File: src/hdl/dbq_pkg.sv
// ----------------------------------------------------------------------------
// dbq_pkg - shared types and constants of the bounded deque
// Sizes, operation and status codes, memory port bundle, slot arithmetic.
// ----------------------------------------------------------------------------
package dbq_pkg;

	localparam int CAPACITY    = 16;
	localparam int DATA_WIDTH  = 32;
	localparam int ADDR_W      = (CAPACITY > 1) ? $clog2(CAPACITY) : 1;
	localparam int COUNT_W     = $clog2(CAPACITY + 1);
	localparam int SUM_W       = COUNT_W + 1;
	localparam int OP_W        = 3;
	localparam int IN_VALUE_W  = 32;
	localparam int OUT_DATA_W  = 32;
	localparam int OUT_COUNT_W = 5;
	localparam int STATUS_W    = 2;

	typedef enum logic [OP_W-1:0] {
		OP_PUSH_FRONT = 3'd0,
		OP_PUSH_BACK  = 3'd1,
		OP_POP_FRONT  = 3'd2,
		OP_POP_BACK   = 3'd3,
		OP_PEEK_FRONT = 3'd4,
		OP_PEEK_BACK  = 3'd5,
		OP_CONTAINS   = 3'd6,
		OP_REMOVE     = 3'd7
	} op_t;

	typedef enum logic [STATUS_W-1:0] {
		STAT_OK    = 2'd0,
		STAT_EMPTY = 2'd1,
		STAT_FULL  = 2'd2
	} status_t;

	typedef enum logic [2:0] {
		ST_IDLE,
		ST_EXEC,
		ST_SRCH_RD,
		ST_SRCH_CMP,
		ST_SHIFT_RD,
		ST_SHIFT_WR
	} state_t;

	// single-port store access, one read or one write per cycle
	typedef struct packed {
		logic                  rd_en;
		logic                  wr_en;
		logic [ADDR_W-1:0]     addr;
		logic [DATA_WIDTH-1:0] wdata;
	} mem_req_t;

	// slot of the k-th value from the front; front and k both below CAPACITY
	function automatic logic [ADDR_W-1:0] slot_of(logic [ADDR_W-1:0] front,
		logic [COUNT_W-1:0] k);
		logic [SUM_W-1:0] sum;
		sum = SUM_W'(front) + SUM_W'(k);
		if (sum >= SUM_W'(CAPACITY)) begin
			sum = sum - SUM_W'(CAPACITY);
		end
		return ADDR_W'(sum);
	endfunction

endpackage

File: src/hdl/dbq_req_if.sv
// ----------------------------------------------------------------------------
// dbq_req_if - operation channel of the bounded deque
// valid/ready handshake carrying the operation code and its value.
// ----------------------------------------------------------------------------
interface dbq_req_if;
	import dbq_pkg::*;

	logic                  valid;
	logic                  ready;
	logic [OP_W-1:0]       operation;
	logic [IN_VALUE_W-1:0] value;

	modport source (output valid, output operation, output value, input ready);
	modport sink   (input valid, input operation, input value, output ready);
endinterface

File: src/hdl/dbq_rsp_if.sv
// ----------------------------------------------------------------------------
// dbq_rsp_if - result channel of the bounded deque
// valid/ready handshake carrying data, found flag, status and entry count.
// ----------------------------------------------------------------------------
interface dbq_rsp_if;
	import dbq_pkg::*;

	logic                   valid;
	logic                   ready;
	logic [OUT_DATA_W-1:0]  data;
	logic                   found;
	logic [STATUS_W-1:0]    status;
	logic [OUT_COUNT_W-1:0] entry_count;

	modport source (output valid, output data, output found, output status,
		output entry_count, input ready);
	modport sink   (input valid, input data, input found, input status,
		input entry_count, output ready);
endinterface

File: src/hdl/dbq_store.sv
// ----------------------------------------------------------------------------
// dbq_store - value store of the bounded deque
// Single-port synchronous memory, registered read data, no reset.
// ----------------------------------------------------------------------------
module dbq_store (
	input  logic                           clk,
	input  dbq_pkg::mem_req_t              mem_req,
	output logic [dbq_pkg::DATA_WIDTH-1:0] rd_data
);
	import dbq_pkg::*;

	logic [DATA_WIDTH-1:0] mem_q [CAPACITY];
	logic [DATA_WIDTH-1:0] rd_data_q;

	always_ff @(posedge clk) begin
		if (mem_req.wr_en) begin
			mem_q[mem_req.addr] <= mem_req.wdata;
		end
		if (mem_req.rd_en) begin
			rd_data_q <= mem_q[mem_req.addr];
		end
	end

	assign rd_data = rd_data_q;

endmodule

File: src/hdl/bounded_deque_with_search.sv
// ----------------------------------------------------------------------------
// bounded_deque_with_search - double-ended queue over a circular store
// Push/pop/peek at either end, search from the front, remove first match.
// ----------------------------------------------------------------------------
//
//   channel | dir | payload                              | handshake
//   --------+-----+--------------------------------------+-------------
//   req     | in  | operation[2:0], value[31:0]          | valid/ready
//   rsp     | out | data[31:0], found, status[1:0],      | valid/ready
//           |     | entry_count[4:0]                     |
//
// Steps: push, pop and peek pass an accept state (store read) and an exec
//   state (store write or result). Contains adds a read and a compare state
//   per entry from the front up to a hit or the last entry. Remove adds a
//   read and a write state per entry moved behind the hit, and a last read.
//   The single store port (one access a cycle, registered read) sets these.
// Reset: arst_n clears the state machine, front slot, count and result
//   valid; the store is not cleared, entries are only used once written.
// Stalls: the result sits in an output register; a new transaction is
//   taken while it waits. Completion of the next one holds until it drains.
// ----------------------------------------------------------------------------
module bounded_deque_with_search (
	input  logic       clk,
	input  logic       arst_n,
	dbq_req_if.sink    req,
	dbq_rsp_if.source  rsp
);
	import dbq_pkg::*;

	// control state
	state_t             state_q, state_d;
	logic [ADDR_W-1:0]  front_q, front_n;
	logic [COUNT_W-1:0] count_q, count_n;
	logic [COUNT_W-1:0] idx_q, idx_n;     // search position, then shift position

	// latched transaction
	op_t                   op_q;
	logic [DATA_WIDTH-1:0] val_q;

	// result register
	logic                   out_valid_q;
	logic [OUT_DATA_W-1:0]  out_data_q;
	logic                   out_found_q;
	status_t                out_status_q;
	logic [OUT_COUNT_W-1:0] out_count_q;

	// store port
	mem_req_t              mem_req;
	logic                  mem_wr_raw;
	logic [DATA_WIDTH-1:0] rd_data;

	// per-cycle results of the control logic
	logic                  fin;       // this cycle completes the transaction
	logic                  out_free;  // result register can take a new value
	logic                  commit;    // state updates may take effect
	logic [OUT_DATA_W-1:0] res_data;
	logic                  res_found;
	status_t               res_status;

	// condition flags
	logic is_empty, is_full, is_match, srch_last, shift_done, is_search_op;
	logic [COUNT_W-1:0] idx_inc;
	op_t  req_op;

	assign req_op       = op_t'(req.operation);
	assign is_empty     = (count_q == '0);
	assign is_full      = (count_q == COUNT_W'(CAPACITY));
	assign is_match     = (rd_data == val_q);
	assign idx_inc      = idx_q + COUNT_W'(1);
	assign srch_last    = (idx_inc == count_q);
	assign shift_done   = (idx_inc >= count_q);
	assign is_search_op = (op_q == OP_CONTAINS) || (op_q == OP_REMOVE);
	assign out_free     = !out_valid_q || rsp.ready;
	assign commit       = !fin || out_free;

	assign req.ready = (state_q == ST_IDLE);

	dbq_store u_store (
		.clk     (clk),
		.mem_req (mem_req),
		.rd_data (rd_data)
	);

	// ---------------- next state ----------------
	always_comb begin
		state_d = state_q;
		case (state_q)
			ST_IDLE: begin
				if (req.valid) begin
					state_d = ST_EXEC;
				end
			end
			ST_EXEC: begin
				if (is_search_op && !is_empty) begin
					state_d = ST_SRCH_RD;
				end else if (out_free) begin
					state_d = ST_IDLE;
				end
			end
			ST_SRCH_RD: begin
				state_d = ST_SRCH_CMP;
			end
			ST_SRCH_CMP: begin
				if (is_match && op_q == OP_REMOVE) begin
					state_d = ST_SHIFT_RD;
				end else if (fin) begin
					if (out_free) begin
						state_d = ST_IDLE;
					end
				end else begin
					state_d = ST_SRCH_RD;
				end
			end
			ST_SHIFT_RD: begin
				if (fin) begin
					if (out_free) begin
						state_d = ST_IDLE;
					end
				end else begin
					state_d = ST_SHIFT_WR;
				end
			end
			ST_SHIFT_WR: begin
				state_d = ST_SHIFT_RD;
			end
			default: begin
				state_d = ST_IDLE;
			end
		endcase
	end

	// ---------------- datapath control and results ----------------
	always_comb begin
		mem_req.rd_en = 1'b0;
		mem_wr_raw    = 1'b0;
		mem_req.addr  = front_q;
		mem_req.wdata = val_q;
		fin           = 1'b0;
		res_data      = '0;
		res_found     = 1'b0;
		res_status    = STAT_OK;
		front_n       = front_q;
		count_n       = count_q;
		idx_n         = idx_q;
		case (state_q)
			ST_IDLE: begin
				// fetch the end value early; pops and peeks use it next cycle
				idx_n = '0;
				if (req.valid) begin
					mem_req.rd_en = 1'b1;
					if (req_op == OP_POP_BACK || req_op == OP_PEEK_BACK) begin
						mem_req.addr = slot_of(front_q, count_q - COUNT_W'(1));
					end
				end
			end
			ST_EXEC: begin
				case (op_q)
					OP_PUSH_FRONT, OP_PUSH_BACK: begin
						fin = 1'b1;
						if (is_full) begin
							res_status = STAT_FULL;
						end else begin
							mem_wr_raw = 1'b1;
							count_n    = count_q + COUNT_W'(1);
							if (op_q == OP_PUSH_FRONT) begin
								front_n = (front_q == '0) ? ADDR_W'(CAPACITY - 1)
									: front_q - ADDR_W'(1);
								mem_req.addr = front_n;
							end else begin
								mem_req.addr = slot_of(front_q, count_q);
							end
						end
					end
					OP_POP_FRONT, OP_POP_BACK, OP_PEEK_FRONT, OP_PEEK_BACK: begin
						fin = 1'b1;
						if (is_empty) begin
							res_status = STAT_EMPTY;
						end else begin
							res_data = OUT_DATA_W'(rd_data);
							if (op_q == OP_POP_FRONT) begin
								front_n = (front_q == ADDR_W'(CAPACITY - 1)) ? '0
									: front_q + ADDR_W'(1);
								count_n = count_q - COUNT_W'(1);
							end else if (op_q == OP_POP_BACK) begin
								count_n = count_q - COUNT_W'(1);
							end
						end
					end
					default: begin
						// contains / remove: nothing to scan when empty
						fin = is_empty;
					end
				endcase
			end
			ST_SRCH_RD: begin
				mem_req.rd_en = 1'b1;
				mem_req.addr  = slot_of(front_q, idx_q);
			end
			ST_SRCH_CMP: begin
				if (is_match) begin
					if (op_q == OP_CONTAINS) begin
						fin       = 1'b1;
						res_found = 1'b1;
					end
				end else if (srch_last) begin
					fin = 1'b1;
				end else begin
					idx_n = idx_inc;
				end
			end
			ST_SHIFT_RD: begin
				if (shift_done) begin
					fin       = 1'b1;
					res_found = 1'b1;
					count_n   = count_q - COUNT_W'(1);
				end else begin
					mem_req.rd_en = 1'b1;
					mem_req.addr  = slot_of(front_q, idx_inc);
				end
			end
			ST_SHIFT_WR: begin
				// close the gap: entry idx takes the value behind it
				mem_wr_raw    = 1'b1;
				mem_req.addr  = slot_of(front_q, idx_q);
				mem_req.wdata = rd_data;
				idx_n         = idx_inc;
			end
			default: begin
			end
		endcase
		mem_req.wr_en = mem_wr_raw && commit;
	end

	// ---------------- registers ----------------
	always_ff @(posedge clk or negedge arst_n) begin
		if (!arst_n) begin
			state_q     <= ST_IDLE;
			front_q     <= '0;
			count_q     <= '0;
			out_valid_q <= 1'b0;
		end else begin
			state_q <= state_d;
			if (commit) begin
				front_q <= front_n;
				count_q <= count_n;
			end
			if (fin && out_free) begin
				out_valid_q <= 1'b1;
			end else if (rsp.ready) begin
				out_valid_q <= 1'b0;
			end
		end
	end

	always_ff @(posedge clk) begin
		if (req.valid && req.ready) begin
			op_q  <= req_op;
			val_q <= DATA_WIDTH'(req.value);
		end
		idx_q <= idx_n;
		if (fin && out_free) begin
			out_data_q   <= res_data;
			out_found_q  <= res_found;
			out_status_q <= res_status;
			out_count_q  <= OUT_COUNT_W'(count_n);
		end
	end

	assign rsp.valid       = out_valid_q;
	assign rsp.data        = out_data_q;
	assign rsp.found       = out_found_q;
	assign rsp.status      = out_status_q;
	assign rsp.entry_count = out_count_q;

	// ---------------- assertions ----------------
	a_count_bound: assert property (@(posedge clk) disable iff (!arst_n)
		count_q <= COUNT_W'(CAPACITY))
		else $error("entry count above capacity");

	a_single_port: assert property (@(posedge clk) disable iff (!arst_n)
		!(mem_req.rd_en && mem_req.wr_en))
		else $error("store read and written in one cycle");

	a_push_grows: assert property (@(posedge clk) disable iff (!arst_n)
		(state_q == ST_EXEC && fin && out_free && !is_full
			&& (op_q == OP_PUSH_FRONT || op_q == OP_PUSH_BACK))
		|=> count_q == $past(count_q) + COUNT_W'(1))
		else $error("push did not add one entry");

	a_shift_nonempty: assert property (@(posedge clk) disable iff (!arst_n)
		(state_q == ST_SHIFT_RD || state_q == ST_SHIFT_WR) |-> !is_empty)
		else $error("gap closing with an empty deque");

endmodule

File: src/flat_wrapper.sv
// flat-port wrapper written by rule: the top's interface ports become plain ports
module bounded_deque_with_search_flat import dbq_pkg::*;
  (clk, arst_n, req_valid, req_operation, req_value, req_ready, rsp_valid, rsp_data, rsp_found, rsp_status, rsp_entry_count, rsp_ready);
  dbq_req_if req_i ();
  dbq_rsp_if rsp_i ();
  input  logic clk;
  input  logic arst_n;
  input wire logic [$bits(req_i.valid)-1:0] req_valid;
  input wire logic [$bits(req_i.operation)-1:0] req_operation;
  input wire logic [$bits(req_i.value)-1:0] req_value;
  output wire logic [$bits(req_i.ready)-1:0] req_ready;
  output wire logic [$bits(rsp_i.valid)-1:0] rsp_valid;
  output wire logic [$bits(rsp_i.data)-1:0] rsp_data;
  output wire logic [$bits(rsp_i.found)-1:0] rsp_found;
  output wire logic [$bits(rsp_i.status)-1:0] rsp_status;
  output wire logic [$bits(rsp_i.entry_count)-1:0] rsp_entry_count;
  input wire logic [$bits(rsp_i.ready)-1:0] rsp_ready;
  assign req_i.valid = req_valid;
  assign req_i.operation = req_operation;
  assign req_i.value = req_value;
  assign req_ready = req_i.ready;
  assign rsp_valid = rsp_i.valid;
  assign rsp_data = rsp_i.data;
  assign rsp_found = rsp_i.found;
  assign rsp_status = rsp_i.status;
  assign rsp_entry_count = rsp_i.entry_count;
  assign rsp_i.ready = rsp_ready;
  bounded_deque_with_search u_core (.clk(clk), .arst_n(arst_n), .req(req_i), .rsp(rsp_i));
endmodule
File: config.mk
export PLATFORM = sky130hd
export DESIGN_NAME = bounded_deque_with_search_flat
export DESIGN_NICKNAME = d
export VERILOG_FILES = /design/src/hdl/dbq_pkg.sv /design/src/hdl/dbq_req_if.sv /design/src/hdl/dbq_rsp_if.sv /design/src/hdl/dbq_store.sv /design/src/hdl/bounded_deque_with_search.sv /design/src/flat_wrapper.sv
export SDC_FILE = /design/constraint.sdc
export NUM_CORES = 1
export LEC_CHECK = 0
export BUFFER_PORTS_ARGS = -buffer_cell sky130_fd_sc_hd__buf_2
export CAP_MARGIN = 40
export CORE_UTILIZATION = 38
export CTS_BUF_LIST = sky130_fd_sc_hd__clkbuf_4 sky130_fd_sc_hd__clkbuf_8
export DETAILED_ROUTE_END_ITERATION = 6
export PLACE_DENSITY_LB_ADDON = 0.2
export SLEW_MARGIN = 15
export SYNTH_ARGS = -nofsm -noshare
export SYNTH_HDL_FRONTEND = slang
export SYNTH_SLANG_ARGS = --single-unit
File: constraint.sdc
create_clock -name clk -period 6.8 [get_ports clk]
set_input_delay 0.68 -clock clk [delete_from_list [all_inputs] [get_ports clk]]
set_output_delay 0.68 -clock clk [all_outputs]
set_load 0.03 [all_outputs]
==> results of run 1 <==
[through the flow]
step	area, sq um	worst slack [ns]	cells	hold WS (ns)
finish	30800	1.01	3136	0.132
floorplan	27100	1.81	2005	0.384
CTS	30800	1.13	3133	0.0687
detailed placement	28700	1.18	2938	0.590
global placement	28600	0.905	2933	0.584
global route	30800	0.932	3136	0.112
[logic make-up (layout without fill, tap and decap cells)]
logic type | count (synthesis) | after routing | synth area share
DFF | 637 | 637 | 0.704
AOI/OAI and AO/OA | 646 | 646 | 0.140
muxes | 72 | 72 | 0.0282
buffers and inverters | 343 | 533 | 0.0515
xor gates and xnor gates | 54 | 54 | 0.0175
adders and majority gates | 27 | 27 | 0.0136
other | 0 | 1 | 0
and+or+nand+nor | 226 | 226 | 0.0452
[layout make-up]
cell class,count,area (sq um),area share
antenna,1,2.50,0.0000811
clock buffer,149,1810,0.0588
clock inverter,45,277,0.00896
inverter,208,781,0.0253
multi-input combinational,1025,6820,0.221
sequential,637,19100,0.618
tap,940,1180,0.0381
timing repair buffer,131,918,0.0298
[synthesized netlist by cell type, types with 34 or more instances]
library cell / number
sky130_fd_sc_hd__or4_1: 34
sky130_fd_sc_hd__clkbuf_1: 92
sky130_fd_sc_hd__edfxtp_1: 624
sky130_fd_sc_hd__o21ai_1: 35
sky130_fd_sc_hd__and2_1: 37
sky130_fd_sc_hd__a221oi_1: 34
sky130_fd_sc_hd__mux2_2: 35
sky130_fd_sc_hd__inv_1: 207
sky130_fd_sc_hd__nor2_1: 37
sky130_fd_sc_hd__mux2i_1: 37
sky130_fd_sc_hd__a21oi_1: 153
sky130_fd_sc_hd__nand2_1: 58
sky130_fd_sc_hd__a31oi_1: 190
sky130_fd_sc_hd__o21ai_0: 179
sky130_fd_sc_hd__xnor2_1: 43
[critical path: cells and delay by family, from the launching register on]
family          cells  cell delay, ns
compound gates      1            0.80
simple gates        6            2.83
mux                 1            0.21
xor+xnor            1            0.59
flops               1            0.44
buf+inv             1            0.51
[sequential cells by signal (all words and copies together), names as in the netlist, 4 cells and up]
name                    cells
u_core.u_store.mem_q      512
u_core.rsp.data            32
u_core.u_store.rd_data     32
u_core.val_q               32
u_core.count_q              5
u_core.idx_q                5
u_core.rsp.entry_count      5
u_core.front_q              4
[worst max-delay path by stage]
stage / start / end / slack (ns) / cells past startpoint
after floorplan: u_core.idx_q[0] / u_core.u_store.mem_q[13][0] / 1.81 / 12
after global placement: u_core.u_store.rd_data[23] / u_core.u_store.mem_q[3][7] / 0.91 / 10
after detailed placement: u_core.u_store.rd_data[24] / u_core.u_store.mem_q[3][5] / 1.18 / 10
after CTS: u_core.u_store.rd_data[24] / u_core.u_store.mem_q[3][14] / 1.13 / 10
after global routing: u_core.u_store.rd_data[24] / u_core.u_store.mem_q[3][4] / 0.93 / 10
final: u_core.u_store.rd_data[24] / u_core.u_store.mem_q[3][14] / 1.01 / 10
[routing by layer]
metal  track usage  vias up  part of all wire
met3        0.0300      107             0.066
met1         0.305     8674              0.44
li1              -     7828                 -
met5             0        -          0.000089
met4        0.0723        2             0.023
met2         0.347      705              0.47
==> summary.txt, run 1 <==
Clock tree
  • Number of buffers inserted by hold repair at cts: 1
  • Post-cts resize count: 0
  • H-tree levels: 3
  • Worst-Skew Late Latency: 0.73 ns
  • Number of post-CTS setup repair buffers: 0
  • Clock sink count: 637
  • CTS root buf: sky130_fd_sc_hd__clkbuf_8
  • Num CTS Buffers: 106
  • CTS tree: yes
  • Register clock-pin slew on the reported worst setup and hold paths: 0.06 ns
  • Buffers from clock root to sink, at most: 3

STA
  • Number of pins with negative max-slew slack in the final report: 0
  • Final period demand of the worst path: 5.79 ns
  • Final Hold Fails: 0
  • Sum of negative setup slack: 0 ns
  • Max frequency: 173 MHz
  • Period utilization: 0.851
  • Setup repair after global routing missed its margin: false
  • Number of setup violations in the final report: 0
  • Slew at the pin with the worst max-slew slack: 1.07 ns
  • Rel. slew slack: 0.286
  • Final clock skew: 0.0447 ns

Placement
  • Final HPWL DP: 44,400 microns
  • Total of buffers placed on input and output ports: 80
  • Gp weighted congestion: 0.847

Setup path
  • Critical register-to-register path endpoint: u_core.u_store.mem_q[3][14]
  • Category of the worst setup path capture point: flip-flop
  • Worst setup path category: reg2reg
  • Required time of the critical path: 7.14 ns
  • Startpoint kind of the worst setup timing path: flip-flop
  • Logic depth of the worst register-to-register path: 10
  • CP Data Arrival Time: 6.13 ns
  • Slowest library cell on the worst path: sky130_fd_sc_hd__a221oi_1
  • Biggest cell delay along the critical path: 0.80 ns
  • Startpoint of the worst register-to-register path: u_core.u_store.rd_data[24]
  • Slack of the worst reg-to-reg path: 1.01 ns
  • CP max FO: 20
  • Crit-path cells: xnor2_1 -> nand4_1 -> nor4_1 -> nand2_1 -> mux2i_1 -> a221oi_1 -> nor2_1 -> or4_1 -> nor2_4 -> buf_4

Floorplanning
  • X dimension of the die: 269 microns
  • Num rows: 97
  • Floorplan die height: 269 microns
  • Placeable Area: 70,300 sq um
  • I/O pin count: 81
  • Initial core utilization: 0.385
  • Full die area: 72,300 sq um

Yosys
  • Area share of the largest cell type after synthesis: 0.692
  • Synth async-reset ratio: 0.0204
  • Flops & latches, synth: 637
  • Mapped cell area: 27,100 sq um
  • Warning count from the yosys run: 0
  • Post-Syn Area per Cell: 13.5 sq um
  • Post-Synthesis Net Count: 2,071
  • Cells taking the most area after synthesis: sky130_fd_sc_hd__edfxtp_1 69%, sky130_fd_sc_hd__a31oi_1 4.4%, sky130_fd_sc_hd__o21ai_0 3.3%
  • Largest area contributor in the synthesized netlist: sky130_fd_sc_hd__edfxtp_1
  • Number of flops mapped to enable cells by yosys: 624
  • Most used flip-flop cell after synthesis: sky130_fd_sc_hd__edfxtp_1
  • Part of the Yosys area used for sequential elements: 0.704
  • Post-synthesis cell type count: 68
  • Cells after synthesis: 2,005

Worst hold path
  • Worst hold path depth: 1
  • Hold Path End: u_core.val_q[23]
  • Kind of path behind the tightest hold check: in2reg
  • Startpoint of the worst hold path: req_value[23]

Cells and area
  • Most common cell after layout, fill and taps aside: sky130_fd_sc_hd__edfxtp_1
  • NumNets Final: 2,175
  • Commonest cells after routing, fill and taps aside: 624 x sky130_fd_sc_hd__edfxtp_1, 207 x sky130_fd_sc_hd__inv_1, 190 x sky130_fd_sc_hd__a31oi_1
  • Final cell utilization of the core: 0.439
  • FILL cells: 6,325
  • Fraction of final layout cells sized beyond drive strength 1: 0.171
  • Area Growth Syn to Fin: 13.9%

Flow run
  • Count of max-cap constraint violations: 0

Routing
  • DR pass1 iterations: 7
  • Number of remaining DRC errors: 0
  • Via count normalized by instance count: 5.52
  • WL/cell: 25.0 microns
  • Via count: 17.3k
  • Residual antenna-violating net count after detailed routing: 0
  • Routed WL: 78,200 microns
  • Violation count after the first detailed-route iteration: 1,598

GRT
  • Vias in the first global route: 17.0k
  • Antenna violations before repair: 3
  • First-pass GRT wire length: 115,000 microns
  • All-layer global routing usage: 0.217
  • Grt total ovfl: 0
  • Pin count of the biggest net entering global routing: 190

Run status
  • Run status: complete, no violations
Power of run 1 is left out: the tool's default activity adds up to more than one toggle a clock period on the data nets, which glitch-free logic cannot reach.
==> run 2: changes to the inputs <==
--- a/config.mk
+++ b/config.mk
@@ -10,7 +10,7 @@
 export CORE_UTILIZATION = 38
 export CTS_BUF_LIST = sky130_fd_sc_hd__clkbuf_4 sky130_fd_sc_hd__clkbuf_8
 export DETAILED_ROUTE_END_ITERATION = 6
-export PLACE_DENSITY_LB_ADDON = 0.2
+export PLACE_DENSITY = 0.54
 export SLEW_MARGIN = 15
 export SYNTH_ARGS = -nofsm -noshare
 export SYNTH_HDL_FRONTEND = slang
==> summary.txt, run 2 (synthesized netlist as in run 1, its figures left out) <==
Run status
  • Run status: complete, no violations

Routing
  • Via count: 17.5k (+0.77%)
  • DR pass1 iterations: 7 (unchanged)
  • Number of remaining DRC errors: 0 (unchanged)
  • Routed WL: 78,700 microns (+0.62%)
  • Via count normalized by instance count: 5.54 (+0.36%)
  • Residual antenna-violating net count after detailed routing: 0 (unchanged)
  • Violation count after the first detailed-route iteration: 1,935 (+21%)
  • WL/cell: 25.0 microns (+0.21%)

Cells and area
  • FILL cells: 6,360 (+0.55%)
  • Final instance area: 31,100 sq um (+0.87%)
  • Flip-flop count of the largest register after layout: 512 (unchanged)
  • Commonest cells after routing, fill and taps aside: 624 x sky130_fd_sc_hd__edfxtp_1, 207 x sky130_fd_sc_hd__inv_1, 190 x sky130_fd_sc_hd__a31oi_1
  • Area used by sequential logic in the layout: 19,100 sq um (unchanged)
  • Multi-input combinational cell area: 6820 sq um (unchanged)
  • NumNets Final: 2,180 (+0.23%)
  • Fraction of final layout cells sized beyond drive strength 1: 0.172 (+0.000961)
  • Biggest register: u_core.u_store.mem_q
  • Area Growth Syn to Fin: 14.9%
  • Most common cell after layout, fill and taps aside: sky130_fd_sc_hd__edfxtp_1

Clock tree
  • H-tree levels: 3 (unchanged)
  • CTS tree: yes
  • Num CTS Buffers: 107 (+0.94%)
  • CTS root buf: sky130_fd_sc_hd__clkbuf_8
  • Worst-Skew Late Latency: 0.74 ns (about the same)
  • Register clock-pin slew on the reported worst setup and hold paths: 0.06 ns (about the same)
  • Clock sink count: 637 (unchanged)
  • Buffers from clock root to sink, at most: 3 (unchanged)
  • Post-cts resize count: 0 (unchanged)
  • Number of post-CTS setup repair buffers: 0 (unchanged)
  • Number of buffers inserted by hold repair at cts: 1 (unchanged)

Floorplanning
  • Floorplan die height: 269 microns (unchanged)
  • Num rows: 97 (unchanged)
  • X dimension of the die: 269 microns (unchanged)
  • Full die area: 72,300 sq um (unchanged)
  • I/O pin count: 81 (unchanged)
  • Initial core utilization: 0.385 (unchanged)
  • Placeable Area: 70,300 sq um (unchanged)

Setup path
  • Worst setup path category: reg2reg
  • Logic depth of the worst register-to-register path: 11 (+1)
  • CP dominant cell by count: sky130_fd_sc_hd__buf_4
  • Startpoint kind of the worst setup timing path: flip-flop
  • CP max FO: 24 (+20%)
  • Number of cells on the critical path: 11 (+1)
  • CP Data Arrival Time: 6.05 ns (-0.08 ns)
  • Slack of the worst reg-to-reg path: 1.09 ns (+0.08 ns)
  • Slowest library cell on the worst path: sky130_fd_sc_hd__a221oi_1
  • Crit-path leading delay family: simple AND/OR/NAND/NOR gates
  • Buffers & Inverters on Critical Path: 2 (+1)
  • Crit-path cells: xnor2_1 -> nand4_1 -> nor4_1 -> nand2_1 -> mux2i_1 -> a221oi_1 -> nor2_1 -> buf_4 -> or4_4 -> nor2_4 -> buf_4
  • Required time of the critical path: 7.14 ns (about the same)
  • Biggest cell delay along the critical path: 0.78 ns (-0.02 ns)
  • Category of the worst setup path capture point: flip-flop

GRT
  • Pin count of the biggest net entering global routing: 116 (-39%)
  • Met2 track demand over resource in global routing: 0.341 (-0.00634)
  • First-pass GRT wire length: 115,000 microns (+0.50%)
  • Vias in the first global route: 16.9k (-0.66%)
  • All-layer global routing usage: 0.218 (+0.000584)
  • Busiest layer in global routing: met2
  • Antenna violations before repair: 9 (+6)
  • Global routing met1 resource utilization: 0.308 (+0.00319)
  • Met3 GRT Util: 0.0363 (+0.00621)
  • Grt total ovfl: 0 (unchanged)

STA
  • Final Hold Fails: 0 (unchanged)
  • Number of setup violations in the final report: 0 (unchanged)
  • Final clock skew: 0.0433 ns (-0.00135 ns)
  • Slew at the pin with the worst max-slew slack: 0.902 ns (-0.169 ns)
  • Max frequency: 175 MHz (+1.4%)
  • Setup repair after global routing missed its margin: false
  • Final period demand of the worst path: 5.71 ns (-0.0785 ns)
  • Rel. slew slack: 0.398 (+0.113)
  • Period utilization: 0.839 (-0.0115)
  • Number of pins with negative max-slew slack in the final report: 0 (unchanged)
  • Sum of negative setup slack: 0 ns (unchanged)

Placement
  • Post-DP Area: 28,900 sq um (+0.78%)
  • Gp weighted congestion: 0.888 (+4.8%)
  • Final HPWL DP: 49,800 microns (+12%)
  • Total of buffers placed on input and output ports: 80 (unchanged)

Worst hold path
  • Worst hold path depth: 1 (unchanged)
  • Kind of path behind the tightest hold check: in2reg

Flow run
  • Count of max-cap constraint violations: 0 (unchanged)
[run 2: path summary, 6_finish.rpt]
path                                       startpoint                          end
min                                      req_value[0]              u_core.val_q[0]
max                        u_core.u_store.rd_data[23]  u_core.u_store.mem_q[0][25]
max in group asynchronous                      arst_n            u_core.count_q[4]
max reg2reg                u_core.u_store.rd_data[23]  u_core.u_store.mem_q[0][25]
min reg2reg                u_core.u_store.rd_data[28]          u_core.rsp.data[28]
min in group asynchronous                      arst_n            u_core.count_q[0]
[run 2: worst register-to-register path: cells and delay by family (launching register included)]
kind | cells | cell delay (ns)
XOR/XNOR | 1 | 0.53
AO/OA/AOI/OAI | 1 | 0.78
AND/OR/NAND/NOR | 6 | 2.50
multiplexers | 1 | 0.22
flip-flops | 1 | 0.50
buffers and inverters | 2 | 0.78
[run 2: metrics by stage]
step | setup WS [ns] | util | hold slack (ns) | instances
3_3_place_gp | 1.08 | 0.407 | 0.591 | 2928
6_report | 1.09 | 0.443 | 0.126 | 3149
2_1_floorplan | 1.81 | - | 0.384 | 2005
5_1_grt | 0.982 | 0.443 | 0.104 | 3147
3_5_place_dp | 1.22 | 0.412 | 0.593 | 2943
4_1_cts | 1.17 | 0.442 | 0.0685 | 3145
[run 2: cell type report]
type | count | area share
tap | 940 | 0.0378
timing repair buffer | 135 | 0.0366
clock inverter | 54 | 0.0113
sequential | 637 | 0.613
inverter | 208 | 0.0251
antenna | 3 | 0.000241
clock buffer | 147 | 0.0572
multi-input combinational | 1025 | 0.219
[run 2: metal layers]
metal | up-vias | part of all wire
met2 | 726 | 0.46
met1 | 8750 | 0.44
li1 | 7850 | -
met4 | 4 | 0.026
met3 | 120 | 0.072
met5 | - | 0.00034
Power of run 2 is left out for the same reason.
